[src/rtl/dslt_pkg.sv]
package dslt_pkg;

  localparam int unsigned SIG_DEPTH = 256;
  localparam int unsigned SIG_AW    = 8;
  localparam logic [31:0] EXP_STEP  = 32'd4034748382;

  typedef enum logic [2:0] {
    MODE_WEIGHT = 3'd0,
    MODE_BIAS   = 3'd1,
    MODE_FWD    = 3'd2,
    MODE_ERR    = 3'd3,
    MODE_UPD    = 3'd4
  } mode_e;

  typedef enum logic [1:0] {
    CFG_RATE   = 2'd0,
    CFG_ICOUNT = 2'd1,
    CFG_NCOUNT = 2'd2
  } cfg_e;

  typedef enum logic [2:0] {
    MUL_NONE, MUL_WX, MUL_WG, MUL_SD, MUL_VD, MUL_RX, MUL_PG, MUL_RG
  } mul_e;

  typedef enum logic [1:0] {
    ACC_NONE, ACC_BIAS, ACC_CLR, ACC_ADD
  } acc_e;

  typedef enum logic [4:0] {
    C_IDLE, C_DECODE,
    C_F_RD, C_F_MUL, C_F_ACC, C_F_Z, C_F_SIG, C_F_OUT,
    C_E_SIG, C_E_MUL1, C_E_D, C_E_MUL2, C_E_G,
    C_B_RD, C_B_MUL, C_B_ACC, C_B_OUT,
    C_U_RD, C_U_M1, C_U_M2, C_U_W, C_U_B, C_U_BW
  } ctrl_e;

  typedef enum logic [2:0] {
    I_HI, I_LO, I_DIV, I_WR, I_MUL, I_UPD, I_DONE
  } init_e;

  typedef struct packed {
    logic [3:0] n;
    logic [3:0] c;
    logic       item_load;
    logic       rd;
    logic       sig_rd;
    logic       sig_from_pre;
    mul_e       mul;
    acc_e       acc;
    logic       z_ld;
    logic       d_ld;
    logic       w_we;
    logic       w_upd;
    logic       b_we;
    logic       b_upd;
    logic       x_we;
    logic       p_we;
    logic       g_we;
    logic       out_ld;
    logic       out_kind;
    logic       out_last;
  } cmd_t;

  typedef struct packed {
    mode_e      mode;
    logic       last;
    logic [3:0] row;
    logic [3:0] col;
    logic       row_ok;
    logic       col_ok;
    logic [3:0] ni_last;
    logic [3:0] nn_last;
    logic       out_full;
  } status_t;

  typedef struct packed {
    logic              we;
    logic [SIG_AW-1:0] addr;
    logic [15:0]       data;
  } sig_wr_t;

  function automatic logic signed [15:0] sat16(input logic signed [50:0] v);
    if (v > 51'sd32767) return 16'sh7fff;
    else if (v < -51'sd32768) return 16'sh8000;
    else return v[15:0];
  endfunction

endpackage

[src/rtl/dslt_sig_init.sv]
module dslt_sig_init (
  input  logic             clk_i,
  input  logic             rst_ni,
  output dslt_pkg::sig_wr_t wr_o,
  output logic             done_o
);

  dslt_pkg::init_e state_q, state_d;
  logic [7:0]  k_q, k_d;
  logic [32:0] e_q, e_d;
  logic [34:0] rem_q, rem_d;
  logic [12:0] num_q, num_d;
  logic [12:0] quo_q, quo_d;
  logic [3:0]  cnt_q, cnt_d;
  logic        lo_q, lo_d;
  logic [64:0] prod_q, prod_d;

  logic [33:0] den;
  logic [45:0] num_hi, num_lo, num_sel;
  logic [34:0] trial;
  logic        fits;

  assign den     = 34'h1_0000_0000 + 34'(e_q);
  assign num_hi  = (46'd1 << 44) + 46'(den >> 1);
  assign num_lo  = (46'(e_q) << 12) + 46'(den >> 1);
  assign num_sel = (state_q == dslt_pkg::I_LO) ? num_lo : num_hi;
  // restoring divider, one quotient bit per cycle
  assign trial   = {rem_q[33:0], num_q[12]};
  assign fits    = trial >= 35'(den);

  always_ff @(posedge clk_i or negedge rst_ni) begin
    if (!rst_ni) begin
      state_q <= dslt_pkg::I_HI;
      k_q     <= '0;
      e_q     <= 33'h1_0000_0000;
      cnt_q   <= '0;
      lo_q    <= 1'b0;
    end else begin
      state_q <= state_d;
      k_q     <= k_d;
      e_q     <= e_d;
      cnt_q   <= cnt_d;
      lo_q    <= lo_d;
    end
  end

  always_ff @(posedge clk_i) begin
    rem_q  <= rem_d;
    num_q  <= num_d;
    quo_q  <= quo_d;
    prod_q <= prod_d;
  end

  always_comb begin
    state_d = state_q;
    k_d     = k_q;
    e_d     = e_q;
    rem_d   = rem_q;
    num_d   = num_q;
    quo_d   = quo_q;
    cnt_d   = cnt_q;
    lo_d    = lo_q;
    prod_d  = prod_q;
    wr_o    = '0;
    case (state_q)
      dslt_pkg::I_HI, dslt_pkg::I_LO: begin
        rem_d   = 35'(num_sel >> 13);
        num_d   = num_sel[12:0];
        quo_d   = '0;
        cnt_d   = 4'd13;
        lo_d    = (state_q == dslt_pkg::I_LO);
        state_d = dslt_pkg::I_DIV;
      end
      dslt_pkg::I_DIV: begin
        rem_d = fits ? trial - 35'(den) : trial;
        num_d = {num_q[11:0], 1'b0};
        quo_d = {quo_q[11:0], fits};
        cnt_d = cnt_q - 4'd1;
        if (cnt_q == 4'd1) state_d = dslt_pkg::I_WR;
      end
      dslt_pkg::I_WR: begin
        wr_o.we   = lo_q ? (k_q != 8'd0) : (k_q != 8'd128);
        wr_o.addr = lo_q ? 8'd128 - k_q : 8'd128 + k_q;
        wr_o.data = {3'b000, quo_q};
        state_d   = lo_q ? dslt_pkg::I_MUL : dslt_pkg::I_LO;
      end
      dslt_pkg::I_MUL: begin
        prod_d  = 65'(e_q) * 65'(dslt_pkg::EXP_STEP);
        state_d = (k_q == 8'd128) ? dslt_pkg::I_DONE : dslt_pkg::I_UPD;
      end
      dslt_pkg::I_UPD: begin
        e_d     = prod_q[64:32];
        k_d     = k_q + 8'd1;
        state_d = dslt_pkg::I_HI;
      end
      dslt_pkg::I_DONE: ;
      default: state_d = dslt_pkg::I_HI;
    endcase
  end

  assign done_o = (state_q == dslt_pkg::I_DONE);

endmodule

[config.mk]
export PLATFORM = sky130hd
export DESIGN_NAME = dslt_sig_init
export DESIGN_NICKNAME = d
export VERILOG_FILES = /design/src/rtl/dslt_pkg.sv /design/src/rtl/dslt_sig_init.sv
export SDC_FILE = /design/constraint.sdc
export NUM_CORES = 2
export LEC_CHECK = 0
export BUFFER_PORTS_ARGS = -buffer_cell sky130_fd_sc_hd__buf_2
export CAP_MARGIN = 15
export CORE_UTILIZATION = 40
export DETAILED_ROUTE_END_ITERATION = 7
export GPL_TIMING_DRIVEN = 0
export PLACE_DENSITY = 0.52
export SLEW_MARGIN = 20
export SYNTH_ARGS = -nofsm -noshare
export SYNTH_HDL_FRONTEND = slang
export SYNTH_SLANG_ARGS = --single-unit
[constraint.sdc]
create_clock -name clk_i -period 15.6 [get_ports clk_i]
set_input_delay 0.78 -clock clk_i [delete_from_list [all_inputs] [get_ports clk_i]]
set_output_delay 0.78 -clock clk_i [all_outputs]
set_load 0.01 [all_outputs]
==> results.ini <==
[placed_design]
place_congestion = 0.9657
hpwl_um = 77470
numPortBuffers = 24
placed_cells = 3572

[run]
max-cap-violations = 0

[worst_setup_path]
rr_worst_depth = 23
cpLargestDelayFamily = adder cells
end_kind = register
rrSetupSlack_ns = 6.72
worst-setup-path-type = register to register
critPathMaxStageDelay_ns = 0.73
regToRegStartpoint = e_q[14]
startpoint = e_q[14]
required_ns = 15.88
rr_endpoint = prod_q[60]
endpoint = prod_q[60]
worstSetupStartpointType = register
critPathBufInv = 4
crit_chain = inv_1 > fa_1 > inv_1 > fa_1 > inv_1 > fa_1 > fa_1 > inv_1 > fa_1 > fa_1 > fa_1 > fa_1 > ha_1 > nand4_2 > nor2_1 > o311ai_0 > nor3_1 > o21ai_0 > a21oi_1 > a21oi_1 > o31ai_4 > a21boi_0 > xnor2_1
cp.arrival_ns = 9.16
crit_top_cell = fa_1
cp_max_fo = 9
path_depth = 23
crit_slowest_cell = fa_1

[sta]
min_period_ns = 8.877
hold_violations = 0
setup_tns_ns = 0
finalCritPeriodShare_pct = 56.90
final-setup-viol-count = 0
rsz0062_at_grt = false
slew_headroom_pct = 27.81
skew_ns = 0.01325
worstMarginPinSlew_ns = 1.083
fmax_mhz = 112.7
maxSlewViolCount = 0

[grt]
met1_usage_pct = 38.42
antenna_found_initial = 1
met3_usage_pct = 6.665
grt_max_degree = 50
grt.total_usage_pct = 27.18
grt_use_met2_pct = 42.14
first_global_vias = 20311
gr-total-overflow = 0
top_usage_layer = met2
grt_pass1_wl_um = 133500

[min_path]
hold_path.class = primary input to asynchronous set/reset pin

[clock_network]
ctsHtreeMaxLevel = 4
clkTransAtPathRegs_ns = 0.07
cts-root-buf = clkbuf_16
worstSkewPairLatency_ns = 0.48
postCtsResizedCells = 0
cts_hold_buffers = 0
clock-sinks = 142
cts_buffers = 17
cts_tree = built
cts.path.max_buffers = 2
post_cts_buffers = 0

[floorplan]
die-area_um2 = 68750
start_util_pct = 40.40
io-pin-count = 28
fp.coreArea_um2 = 67040
die_height_um = 262.2
die_w_um = 262.2
rows = 95

[yosys]
syn_avg_cell_area_um2 = 10.15
synthCells = 2668
synth-edff-count = 93
synth_fa_ha_area_share_pct = 53.78
synthXorXnorAreaFrac_pct = 3.461
yosys.cell_types.count = 86
syn_area_um2 = 27080
synth_top_family_by_area = adder cells
synth-seq-cells = 142
synth_warnings = 0
yosys.area_share.simple_pct = 7.023
synthMuxAreaShare_pct = 0.8178
ys.flop_type = edfxtp_1
synth-async-reset-ratio_pct = 34.51
ys_seq_area_share_pct = 14.84
synth_compound_area_share_pct = 10.32

[finish]
layout_commonest_cell = inv_1
fill_cells = 6551
antenna_cells = 0
multi_input_area_um2 = 20440
syn_to_final_growth_pct = 6.977
final_cell_mix = inv_1 (636), fa_1 (475), ha_1 (404)
seq_area_um2 = 4020
nNetsFinal = 3599
stdcell_count = 3604
layout-drive-gt1-share_pct = 3.918

[routing]
antenna_left = 0
drtIter0Drc = 1485
vias_per_cell = 5.310
drt-wirelength-per-cell_um = 24.39
firstDrtPassIters = 5
via_count = 19138
routed_wirelength_um = 87920
drcViolationCount = 0

[power_and_ir_drop]
max-vdd-ir-drop_uv = 75.38
power_leakage_nw = 16.01
p_per_area_nw_per_um2 = 28.92

[outcome]
status = complete, no violations

## report_power, final
| part | internal (mW) | switching (mW) |
|---|---|---|
| Sequential | 0.397 | 0 |
| Clock | 0.228 | 0.208 |
| Combinational | 0.000639 | 0.00327 |
## metrics by stage
step	utilization (%)	worst slack [ns]	area (um^2)	hold slack (ns)	power [mW]
finish	43.21	6.723	28970	0.3591	0.8377
global route	43.21	6.318	28970	0.3975	0.8592
CTS	43.21	6.670	28970	0.3783	0.8413
detailed placement	42.32	6.726	28370	0.4308	0.4094
global placement	42.22	6.682	28300	0.4297	0.4092
floorplan	-	8.568	27090	0.4146	0.4062
## worst min path at each step
stage                          end  slack (ns)  cells past startpoint
final                     cnt_q[3]        0.36                      1
after global routing      cnt_q[3]        0.40                      1
after CTS                 cnt_q[3]        0.38                      1
after detailed placement    e_q[0]        0.43                      2
after global placement      e_q[0]        0.43                      2
after floorplan             e_q[0]        0.41                      2
## cells by family (layout without fill, tap and decap cells)
family	count (synthesis)	count (layout)
multiplexers	22	22
other	1	3
flip-flops	142	142
AO/OA/AOI/OAI	441	441
AND/OR/NAND/NOR	382	382
adder cells (fa/ha/maj)	879	879
XOR/XNOR	107	107
buffers and inverters	694	755
## synth_stat cells (5+ instances only)
master	number	area (um^2)
o21a_1	14	105.1
or2_2	5	31.28
a21oi_1	122	610.6
nand4_1	25	156.4
fa_1	475	9509
o21bai_1	20	150.1
o21ai_0	120	600.6
xor2_1	35	306.5
a21o_1	43	322.8
xnor2_1	72	630.6
inv_1	636	2387
a21boi_0	5	37.54
o22ai_1	10	62.56
ha_1	404	5055
a211oi_1	15	112.6
o21ai_1	14	70.07
buf_4	6	45.04
nor4_1	6	37.54
edfxtp_1	93	2793
nor3_1	21	105.1
and2_1	17	106.4
nor2b_1	16	100.1
nand2_1	126	473.0
dfrtp_1	48	1201
nor2_1	76	285.3
a211o_1	5	43.79
o211ai_1	8	60.06
clkbuf_1	46	172.7
nand2b_1	8	50.05
and3_1	24	150.1
nand3_1	32	160.2
mux2i_1	21	210.2
a22oi_1	11	82.58
## metal layers
layer | wire [um] | part of all wire, %
met5 | 0 | 0
met4 | 1822 | 2.1
met3 | 6200 | 7.1
met2 | 40060 | 46
met1 | 39830 | 45
## registers in the layout, summed over array words and instances (netlist names)
register	flops
num_q	13
lo_q	1
quo_q	13
prod_q	33
state_q	3
k_q	8
cnt_q	4
e_q	33
rem_q	34
## area by class of cell
class	count	area share [%]
multi-input combinational	1834	70.57
sequential	142	13.88
inverter	637	8.253
tap	873	3.770
clock buffer	17	1.468
buffer	57	0.8551
timing repair buffer	29	0.6090
clock inverter	15	0.5960
(Power assumes the default switching activity.)
