===== src/rtl/dslt_pkg.sv =====
package dslt_pkg;

  localparam int unsigned SIG_DEPTH = 256;
  localparam int unsigned SIG_AW    = 8;
  localparam logic [31:0] EXP_STEP  = 32'd4034748382;

  typedef enum logic [2:0] {
    MODE_WEIGHT = 3'd0,
    MODE_BIAS   = 3'd1,
    MODE_FWD    = 3'd2,
    MODE_ERR    = 3'd3,
    MODE_UPD    = 3'd4
  } mode_e;

  typedef enum logic [1:0] {
    CFG_RATE   = 2'd0,
    CFG_ICOUNT = 2'd1,
    CFG_NCOUNT = 2'd2
  } cfg_e;

  typedef enum logic [2:0] {
    MUL_NONE, MUL_WX, MUL_WG, MUL_SD, MUL_VD, MUL_RX, MUL_PG, MUL_RG
  } mul_e;

  typedef enum logic [1:0] {
    ACC_NONE, ACC_BIAS, ACC_CLR, ACC_ADD
  } acc_e;

  typedef enum logic [4:0] {
    C_IDLE, C_DECODE,
    C_F_RD, C_F_MUL, C_F_ACC, C_F_Z, C_F_SIG, C_F_OUT,
    C_E_SIG, C_E_MUL1, C_E_D, C_E_MUL2, C_E_G,
    C_B_RD, C_B_MUL, C_B_ACC, C_B_OUT,
    C_U_RD, C_U_M1, C_U_M2, C_U_W, C_U_B, C_U_BW
  } ctrl_e;

  typedef enum logic [2:0] {
    I_HI, I_LO, I_DIV, I_WR, I_MUL, I_UPD, I_DONE
  } init_e;

  typedef struct packed {
    logic [3:0] n;
    logic [3:0] c;
    logic       item_load;
    logic       rd;
    logic       sig_rd;
    logic       sig_from_pre;
    mul_e       mul;
    acc_e       acc;
    logic       z_ld;
    logic       d_ld;
    logic       w_we;
    logic       w_upd;
    logic       b_we;
    logic       b_upd;
    logic       x_we;
    logic       p_we;
    logic       g_we;
    logic       out_ld;
    logic       out_kind;
    logic       out_last;
  } cmd_t;

  typedef struct packed {
    mode_e      mode;
    logic       last;
    logic [3:0] row;
    logic [3:0] col;
    logic       row_ok;
    logic       col_ok;
    logic [3:0] ni_last;
    logic [3:0] nn_last;
    logic       out_full;
  } status_t;

  typedef struct packed {
    logic              we;
    logic [SIG_AW-1:0] addr;
    logic [15:0]       data;
  } sig_wr_t;

  function automatic logic signed [15:0] sat16(input logic signed [50:0] v);
    if (v > 51'sd32767) return 16'sh7fff;
    else if (v < -51'sd32768) return 16'sh8000;
    else return v[15:0];
  endfunction

endpackage


===== src/rtl/dslt_ctrl.sv =====
module dslt_ctrl (
  input  logic               clk_i,
  input  logic               rst_ni,
  input  logic               in_valid_i,
  output logic               in_ready_o,
  input  logic               init_done_i,
  input  dslt_pkg::status_t  st_i,
  output dslt_pkg::cmd_t     cmd_o
);

  dslt_pkg::ctrl_e state_q, state_d;
  logic [3:0] n_q, n_d, c_q, c_d;

  always_ff @(posedge clk_i or negedge rst_ni) begin
    if (!rst_ni) begin
      state_q <= dslt_pkg::C_IDLE;
      n_q     <= '0;
      c_q     <= '0;
    end else begin
      state_q <= state_d;
      n_q     <= n_d;
      c_q     <= c_d;
    end
  end

  always_comb begin
    state_d    = state_q;
    n_d        = n_q;
    c_d        = c_q;
    cmd_o      = '0;
    cmd_o.n    = n_q;
    cmd_o.c    = c_q;
    in_ready_o = 1'b0;
    case (state_q)
      dslt_pkg::C_IDLE: begin
        in_ready_o = init_done_i;
        if (in_valid_i && init_done_i) begin
          cmd_o.item_load = 1'b1;
          state_d         = dslt_pkg::C_DECODE;
        end
      end
      dslt_pkg::C_DECODE: begin
        cmd_o.n = st_i.row;
        cmd_o.c = st_i.col;
        n_d     = '0;
        c_d     = '0;
        state_d = dslt_pkg::C_IDLE;
        case (st_i.mode)
          dslt_pkg::MODE_WEIGHT: cmd_o.w_we = st_i.row_ok && st_i.col_ok;
          dslt_pkg::MODE_BIAS:   cmd_o.b_we = st_i.row_ok;
          dslt_pkg::MODE_FWD: begin
            cmd_o.x_we = st_i.col_ok;
            if (st_i.last) state_d = dslt_pkg::C_F_RD;
          end
          dslt_pkg::MODE_ERR: begin
            if (st_i.row_ok) begin
              cmd_o.rd = 1'b1;
              n_d      = st_i.row;
              state_d  = dslt_pkg::C_E_SIG;
            end else if (st_i.last) begin
              state_d = dslt_pkg::C_B_RD;
            end
          end
          dslt_pkg::MODE_UPD: state_d = dslt_pkg::C_U_RD;
          default: state_d = dslt_pkg::C_IDLE;
        endcase
      end
      // forward pass: each mac is a read, multiply and accumulate state
      dslt_pkg::C_F_RD: begin
        cmd_o.rd = 1'b1;
        state_d  = dslt_pkg::C_F_MUL;
      end
      dslt_pkg::C_F_MUL: begin
        cmd_o.mul = dslt_pkg::MUL_WX;
        if (c_q == 4'd0) cmd_o.acc = dslt_pkg::ACC_BIAS;
        state_d = dslt_pkg::C_F_ACC;
      end
      dslt_pkg::C_F_ACC: begin
        cmd_o.acc = dslt_pkg::ACC_ADD;
        if (c_q == st_i.ni_last) begin
          c_d     = '0;
          state_d = dslt_pkg::C_F_Z;
        end else begin
          c_d     = c_q + 4'd1;
          state_d = dslt_pkg::C_F_RD;
        end
      end
      dslt_pkg::C_F_Z: begin
        cmd_o.z_ld = 1'b1;
        state_d    = dslt_pkg::C_F_SIG;
      end
      dslt_pkg::C_F_SIG: begin
        cmd_o.sig_rd = 1'b1;
        cmd_o.p_we   = 1'b1;
        state_d      = dslt_pkg::C_F_OUT;
      end
      dslt_pkg::C_F_OUT: begin
        if (!st_i.out_full) begin
          cmd_o.out_ld   = 1'b1;
          cmd_o.out_last = (n_q == st_i.nn_last);
          if (n_q == st_i.nn_last) begin
            state_d = dslt_pkg::C_IDLE;
          end else begin
            n_d     = n_q + 4'd1;
            state_d = dslt_pkg::C_F_RD;
          end
        end
      end
      // error element: gradient of one neuron
      dslt_pkg::C_E_SIG: begin
        cmd_o.sig_rd       = 1'b1;
        cmd_o.sig_from_pre = 1'b1;
        state_d            = dslt_pkg::C_E_MUL1;
      end
      dslt_pkg::C_E_MUL1: begin
        cmd_o.mul = dslt_pkg::MUL_SD;
        state_d   = dslt_pkg::C_E_D;
      end
      dslt_pkg::C_E_D: begin
        cmd_o.d_ld = 1'b1;
        state_d    = dslt_pkg::C_E_MUL2;
      end
      dslt_pkg::C_E_MUL2: begin
        cmd_o.mul = dslt_pkg::MUL_VD;
        state_d   = dslt_pkg::C_E_G;
      end
      dslt_pkg::C_E_G: begin
        cmd_o.g_we = 1'b1;
        n_d        = '0;
        c_d        = '0;
        state_d    = st_i.last ? dslt_pkg::C_B_RD : dslt_pkg::C_IDLE;
      end
      // weighted error per input, summed over neurons
      dslt_pkg::C_B_RD: begin
        cmd_o.rd = 1'b1;
        state_d  = dslt_pkg::C_B_MUL;
      end
      dslt_pkg::C_B_MUL: begin
        cmd_o.mul = dslt_pkg::MUL_WG;
        if (n_q == 4'd0) cmd_o.acc = dslt_pkg::ACC_CLR;
        state_d = dslt_pkg::C_B_ACC;
      end
      dslt_pkg::C_B_ACC: begin
        cmd_o.acc = dslt_pkg::ACC_ADD;
        if (n_q == st_i.nn_last) begin
          state_d = dslt_pkg::C_B_OUT;
        end else begin
          n_d     = n_q + 4'd1;
          state_d = dslt_pkg::C_B_RD;
        end
      end
      dslt_pkg::C_B_OUT: begin
        if (!st_i.out_full) begin
          cmd_o.out_ld   = 1'b1;
          cmd_o.out_kind = 1'b1;
          cmd_o.out_last = (c_q == st_i.ni_last);
          n_d            = '0;
          if (c_q == st_i.ni_last) begin
            state_d = dslt_pkg::C_IDLE;
          end else begin
            c_d     = c_q + 4'd1;
            state_d = dslt_pkg::C_B_RD;
          end
        end
      end
      // sgd update, weights of a row then its bias
      dslt_pkg::C_U_RD: begin
        cmd_o.rd = 1'b1;
        state_d  = dslt_pkg::C_U_M1;
      end
      dslt_pkg::C_U_M1: begin
        cmd_o.mul = dslt_pkg::MUL_RX;
        state_d   = dslt_pkg::C_U_M2;
      end
      dslt_pkg::C_U_M2: begin
        cmd_o.mul = dslt_pkg::MUL_PG;
        state_d   = dslt_pkg::C_U_W;
      end
      dslt_pkg::C_U_W: begin
        cmd_o.w_we  = 1'b1;
        cmd_o.w_upd = 1'b1;
        if (c_q == st_i.ni_last) begin
          state_d = dslt_pkg::C_U_B;
        end else begin
          c_d     = c_q + 4'd1;
          state_d = dslt_pkg::C_U_RD;
        end
      end
      dslt_pkg::C_U_B: begin
        cmd_o.mul = dslt_pkg::MUL_RG;
        state_d   = dslt_pkg::C_U_BW;
      end
      dslt_pkg::C_U_BW: begin
        cmd_o.b_we  = 1'b1;
        cmd_o.b_upd = 1'b1;
        c_d         = '0;
        if (n_q == st_i.nn_last) begin
          state_d = dslt_pkg::C_IDLE;
        end else begin
          n_d     = n_q + 4'd1;
          state_d = dslt_pkg::C_U_RD;
        end
      end
      default: state_d = dslt_pkg::C_IDLE;
    endcase
  end

endmodule


===== config.mk =====
export PLATFORM = sky130hd
export DESIGN_NAME = dslt_ctrl
export DESIGN_NICKNAME = d
export VERILOG_FILES = /design/src/rtl/dslt_pkg.sv /design/src/rtl/dslt_ctrl.sv
export SDC_FILE = /design/constraint.sdc
export NUM_CORES = 1
export LEC_CHECK = 0
export BUFFER_PORTS_ARGS = -buffer_cell sky130_fd_sc_hd__buf_4
export CAP_MARGIN = 20
export CORE_UTILIZATION = 45
export DETAILED_ROUTE_END_ITERATION = 6
export GPL_TIMING_DRIVEN = 0
export MAX_ROUTING_LAYER = met4
export PLACE_DENSITY_LB_ADDON = 0.1
export RECOVER_POWER = 25
export SETUP_SLACK_MARGIN = 0.5
export SYNTH_ARGS = -nofsm -noshare
export SYNTH_HDL_FRONTEND = slang
export SYNTH_SLANG_ARGS = --single-unit

===== constraint.sdc =====
create_clock -name clk_i -period 4.4 [get_ports clk_i]
set_input_delay 0.88 -clock clk_i [delete_from_list [all_inputs] [get_ports clk_i]]
set_output_delay 0.88 -clock clk_i [all_outputs]
set_load 0.01 [all_outputs]

==> flow_summary.json <==
{
  "post_route_cells_drive_above_1_share": 0.273,
  "critPathRequiredTime_ns": 3.52,
  "globalRoute.totalOverflow": 0,
  "timing.rr.start": "n_q[2]",
  "clock-sinks": 13,
  "numCtsBuffers": 3,
  "ctsRootBufferMaster": "clkbuf_8",
  "rows": 22,
  "area_growth_pct": 28.7,
  "design_area_sq_um": 2280,
  "syn_avg_cell_area_sq_um": 7.35,
  "start_util": 0.477,
  "cpMostUsedCell": "buf_4",
  "rsz0062_at_grt": "no",
  "fmax_mhz": 283,
  "routedWlPerCell_microns": 16.0,
  "crit_slowest_cell": "nor4_1",
  "start_kind": "input pin",
  "cp_slowest_stage_delay_ns": 1.01,
  "finalCriticalPeriod_ns": 3.54,
  "worst_pin_slew_ns": 1.20,
  "r2r_slack_ns": 1.85,
  "die_x_microns": 64.7,
  "num_io_pins": 57,
  "fillCellCount": 369,
  "slew_headroom": 0.194,
  "cp_max_fo": 6,
  "cts_htree_levels": 1,
  "min_to": "c_q[3]",
  "placed_area_sq_um": 2240,
  "clk_latency_ns": 0.25,
  "num_antenna_cells": 0,
  "totalNegativeSetupSlack_ns": 0,
  "synth_edf_count": 0,
  "synthesis.area_sq_um": 1770,
  "portBuffers": 55,
  "ctsHoldBuffers": 0,
  "drtAntennaViolNets": 0,
  "synth_top_area_frac": 0.184,
  "dieArea_sq_um": 4190,
  "grt_pass1_wl_microns": 9030,
  "dp_hpwl_microns": 4260,
  "synth_area_leaders": "dfrtp_1 18%, nand2_1 5.1%, xor2_1 4.4%",
  "synth_nets": 272,
  "end_kind": "output pin",
  "fin_crit_sh": 0.804,
  "die_y_microns": 64.7,
  "antenna_found_initial": 0,
  "dp_cells": 344,
  "core_area_sq_um": 3720,
  "track_usage": 0.284,
  "regArea_sq_um": 325,
  "fin_cells": 348,
  "worstHoldPathCells": 2,
  "routed_wl_microns": 5580,
  "grt_max_degree": 14,
  "path_class": "input pin to output pin",
  "r2r.worst_path.cells": 5,
  "vdd_drop_max_uv": 390,
  "fin_util": 0.613,
  "min_from": "c_q[3]",
  "post-cts-setup-buffer-count": 0,
  "synthFlopType": "dfrtp_1",
  "report.final.setup_viol": 0,
  "gp_congestion": 0.935,
  "leakage_nw": 1.04,
  "drtPass1Iterations": 5,
  "ys_ff_latch": 13,
  "clk_pin_slew_ns": 0.06,
  "drcViolationCount": 0,
  "vias": 2134,
  "first_global_vias": 1861,
  "syn_inst": 241,
  "final_nets": 332,
  "drt_iter0_markers": 144,
  "crit_chain": "buf_4, xor2_1, nor4_1, a32oi_1, nor2_1, buf_4",
  "outcome": "completed",
  "synth_cell_types": 66,
  "clock_path_buffers": 2,
  "report.final.slew_viol_count": 0,
  "r2r-end": "n_q[0]",
  "viasPerCell": 6.13,
  "skew_ns": 0.000973,
  "drv_cap": 0,
  "powerDensity_nw_per_um2": 660,
  "cts_tree": "yes",
  "crit_arrival_ns": 2.66,
  "multiInputGateArea_sq_um": 1300,
  "yosysTopAreaCell": "dfrtp_1",
  "ctsResizeCount": 0,
  "hold_path_class": "register to register",
  "ys_seq_area_frac": 0.184,
  "fin_hold_ws_ns": 0.619,
  "yosys_warnings": 0,
  "hold_viol": 0,
  "synthArstFlopShare": 1.00
}
synth_stat cells (all sizes together), types with 7 or more instances:
master,n
clkbuf,7
xor2,9
o21ai,17
nand3,7
nand4,7
inv,14
buf,11
nor2,18
nand2,25
nor3,7
a21oi,9
dfrtp,13
nor2b,8
layout by cell type (no fill, tap or decap), types with 8 or more instances in the layout:
master,netlist,layout
buf_4,0,54
nand2_1,24,24
nor2_1,18,18
inv_1,14,14
o21ai_0,14,14
dfrtp_1,13,13
clkbuf_1,7,9
xor2_1,9,9
a21oi_1,9,9
nor2b_1,8,8
flip-flops by register name, summed over array words and instances, names as in the netlist:
register  cells
state_q       5
c_q           4
n_q           4
power by group:
| part | total [mW] | internal, mW | switching [mW] |
|---|---|---|---|
| Combinational | 1.16 | 0.487 | 0.673 |
| Clock | 0.111 | 0.0641 | 0.0468 |
| Sequential | 0.235 | 0.168 | 0.0663 |
cell type report:
class,instances,share of cell area
Sequential cell,13,0.143
Tap cell,48,0.0263
Inverter,14,0.0231
Timing Repair Buffer,55,0.179
Clock buffer,4,0.0198
Buffer,18,0.0401
Multi-Input combinational cell,196,0.569
per-layer routing:
metal | global-route usage | part of all wire | up-vias
met3 | 0.0458 | 0.090 | 4
li1 | - | - | 1021
met1 | 0.394 | 0.44 | 1001
met4 | 0.0667 | 0.0041 | 0
met5 | - | 0 | -
met2 | 0.428 | 0.46 | 108
how the worst max path moves through the flow:
stage,start,to,slack [ns]
finish,st_i[4],cmd_o[0],0.86
global route,st_i[4],cmd_o[0],0.73
CTS,st_i[4],cmd_o[0],1.24
detailed placement,st_i[4],cmd_o[0],1.25
global placement,st_i[4],cmd_o[0],1.28
floorplan,st_i[4],cmd_o[0],1.71
metrics by stage:
stage          setup slack [ns]  total power, mW
4_1_cts                    1.24             1.49
6_report                  0.862             1.51
3_5_place_dp               1.25             1.38
2_1_floorplan              1.71             1.02
5_1_grt                   0.727             1.62
3_3_place_gp               1.28             1.37
cells by family (layout without fill, tap and decap cells):
group / Yosys count / after routing / share of synthesized area
compound gates: 70 / 70 / 0.278
xor+xnor: 9 / 9 / 0.0445
fa+ha+maj: 4 / 4 / 0.0282
buf+inv: 32 / 91 / 0.0812
flops: 13 / 13 / 0.184
mux: 6 / 6 / 0.0381
simple gates: 107 / 107 / 0.346
critical path, delay by kind of cell:
kind	cells	cell delay, ns
and+or+nand+nor	2	1.14
AOI/OAI and AO/OA	1	0.24
buffers and inverters	2	0.24
xor gates and xnor gates	1	0.15
No activity file was read; power rests on OpenSTA's default activity.
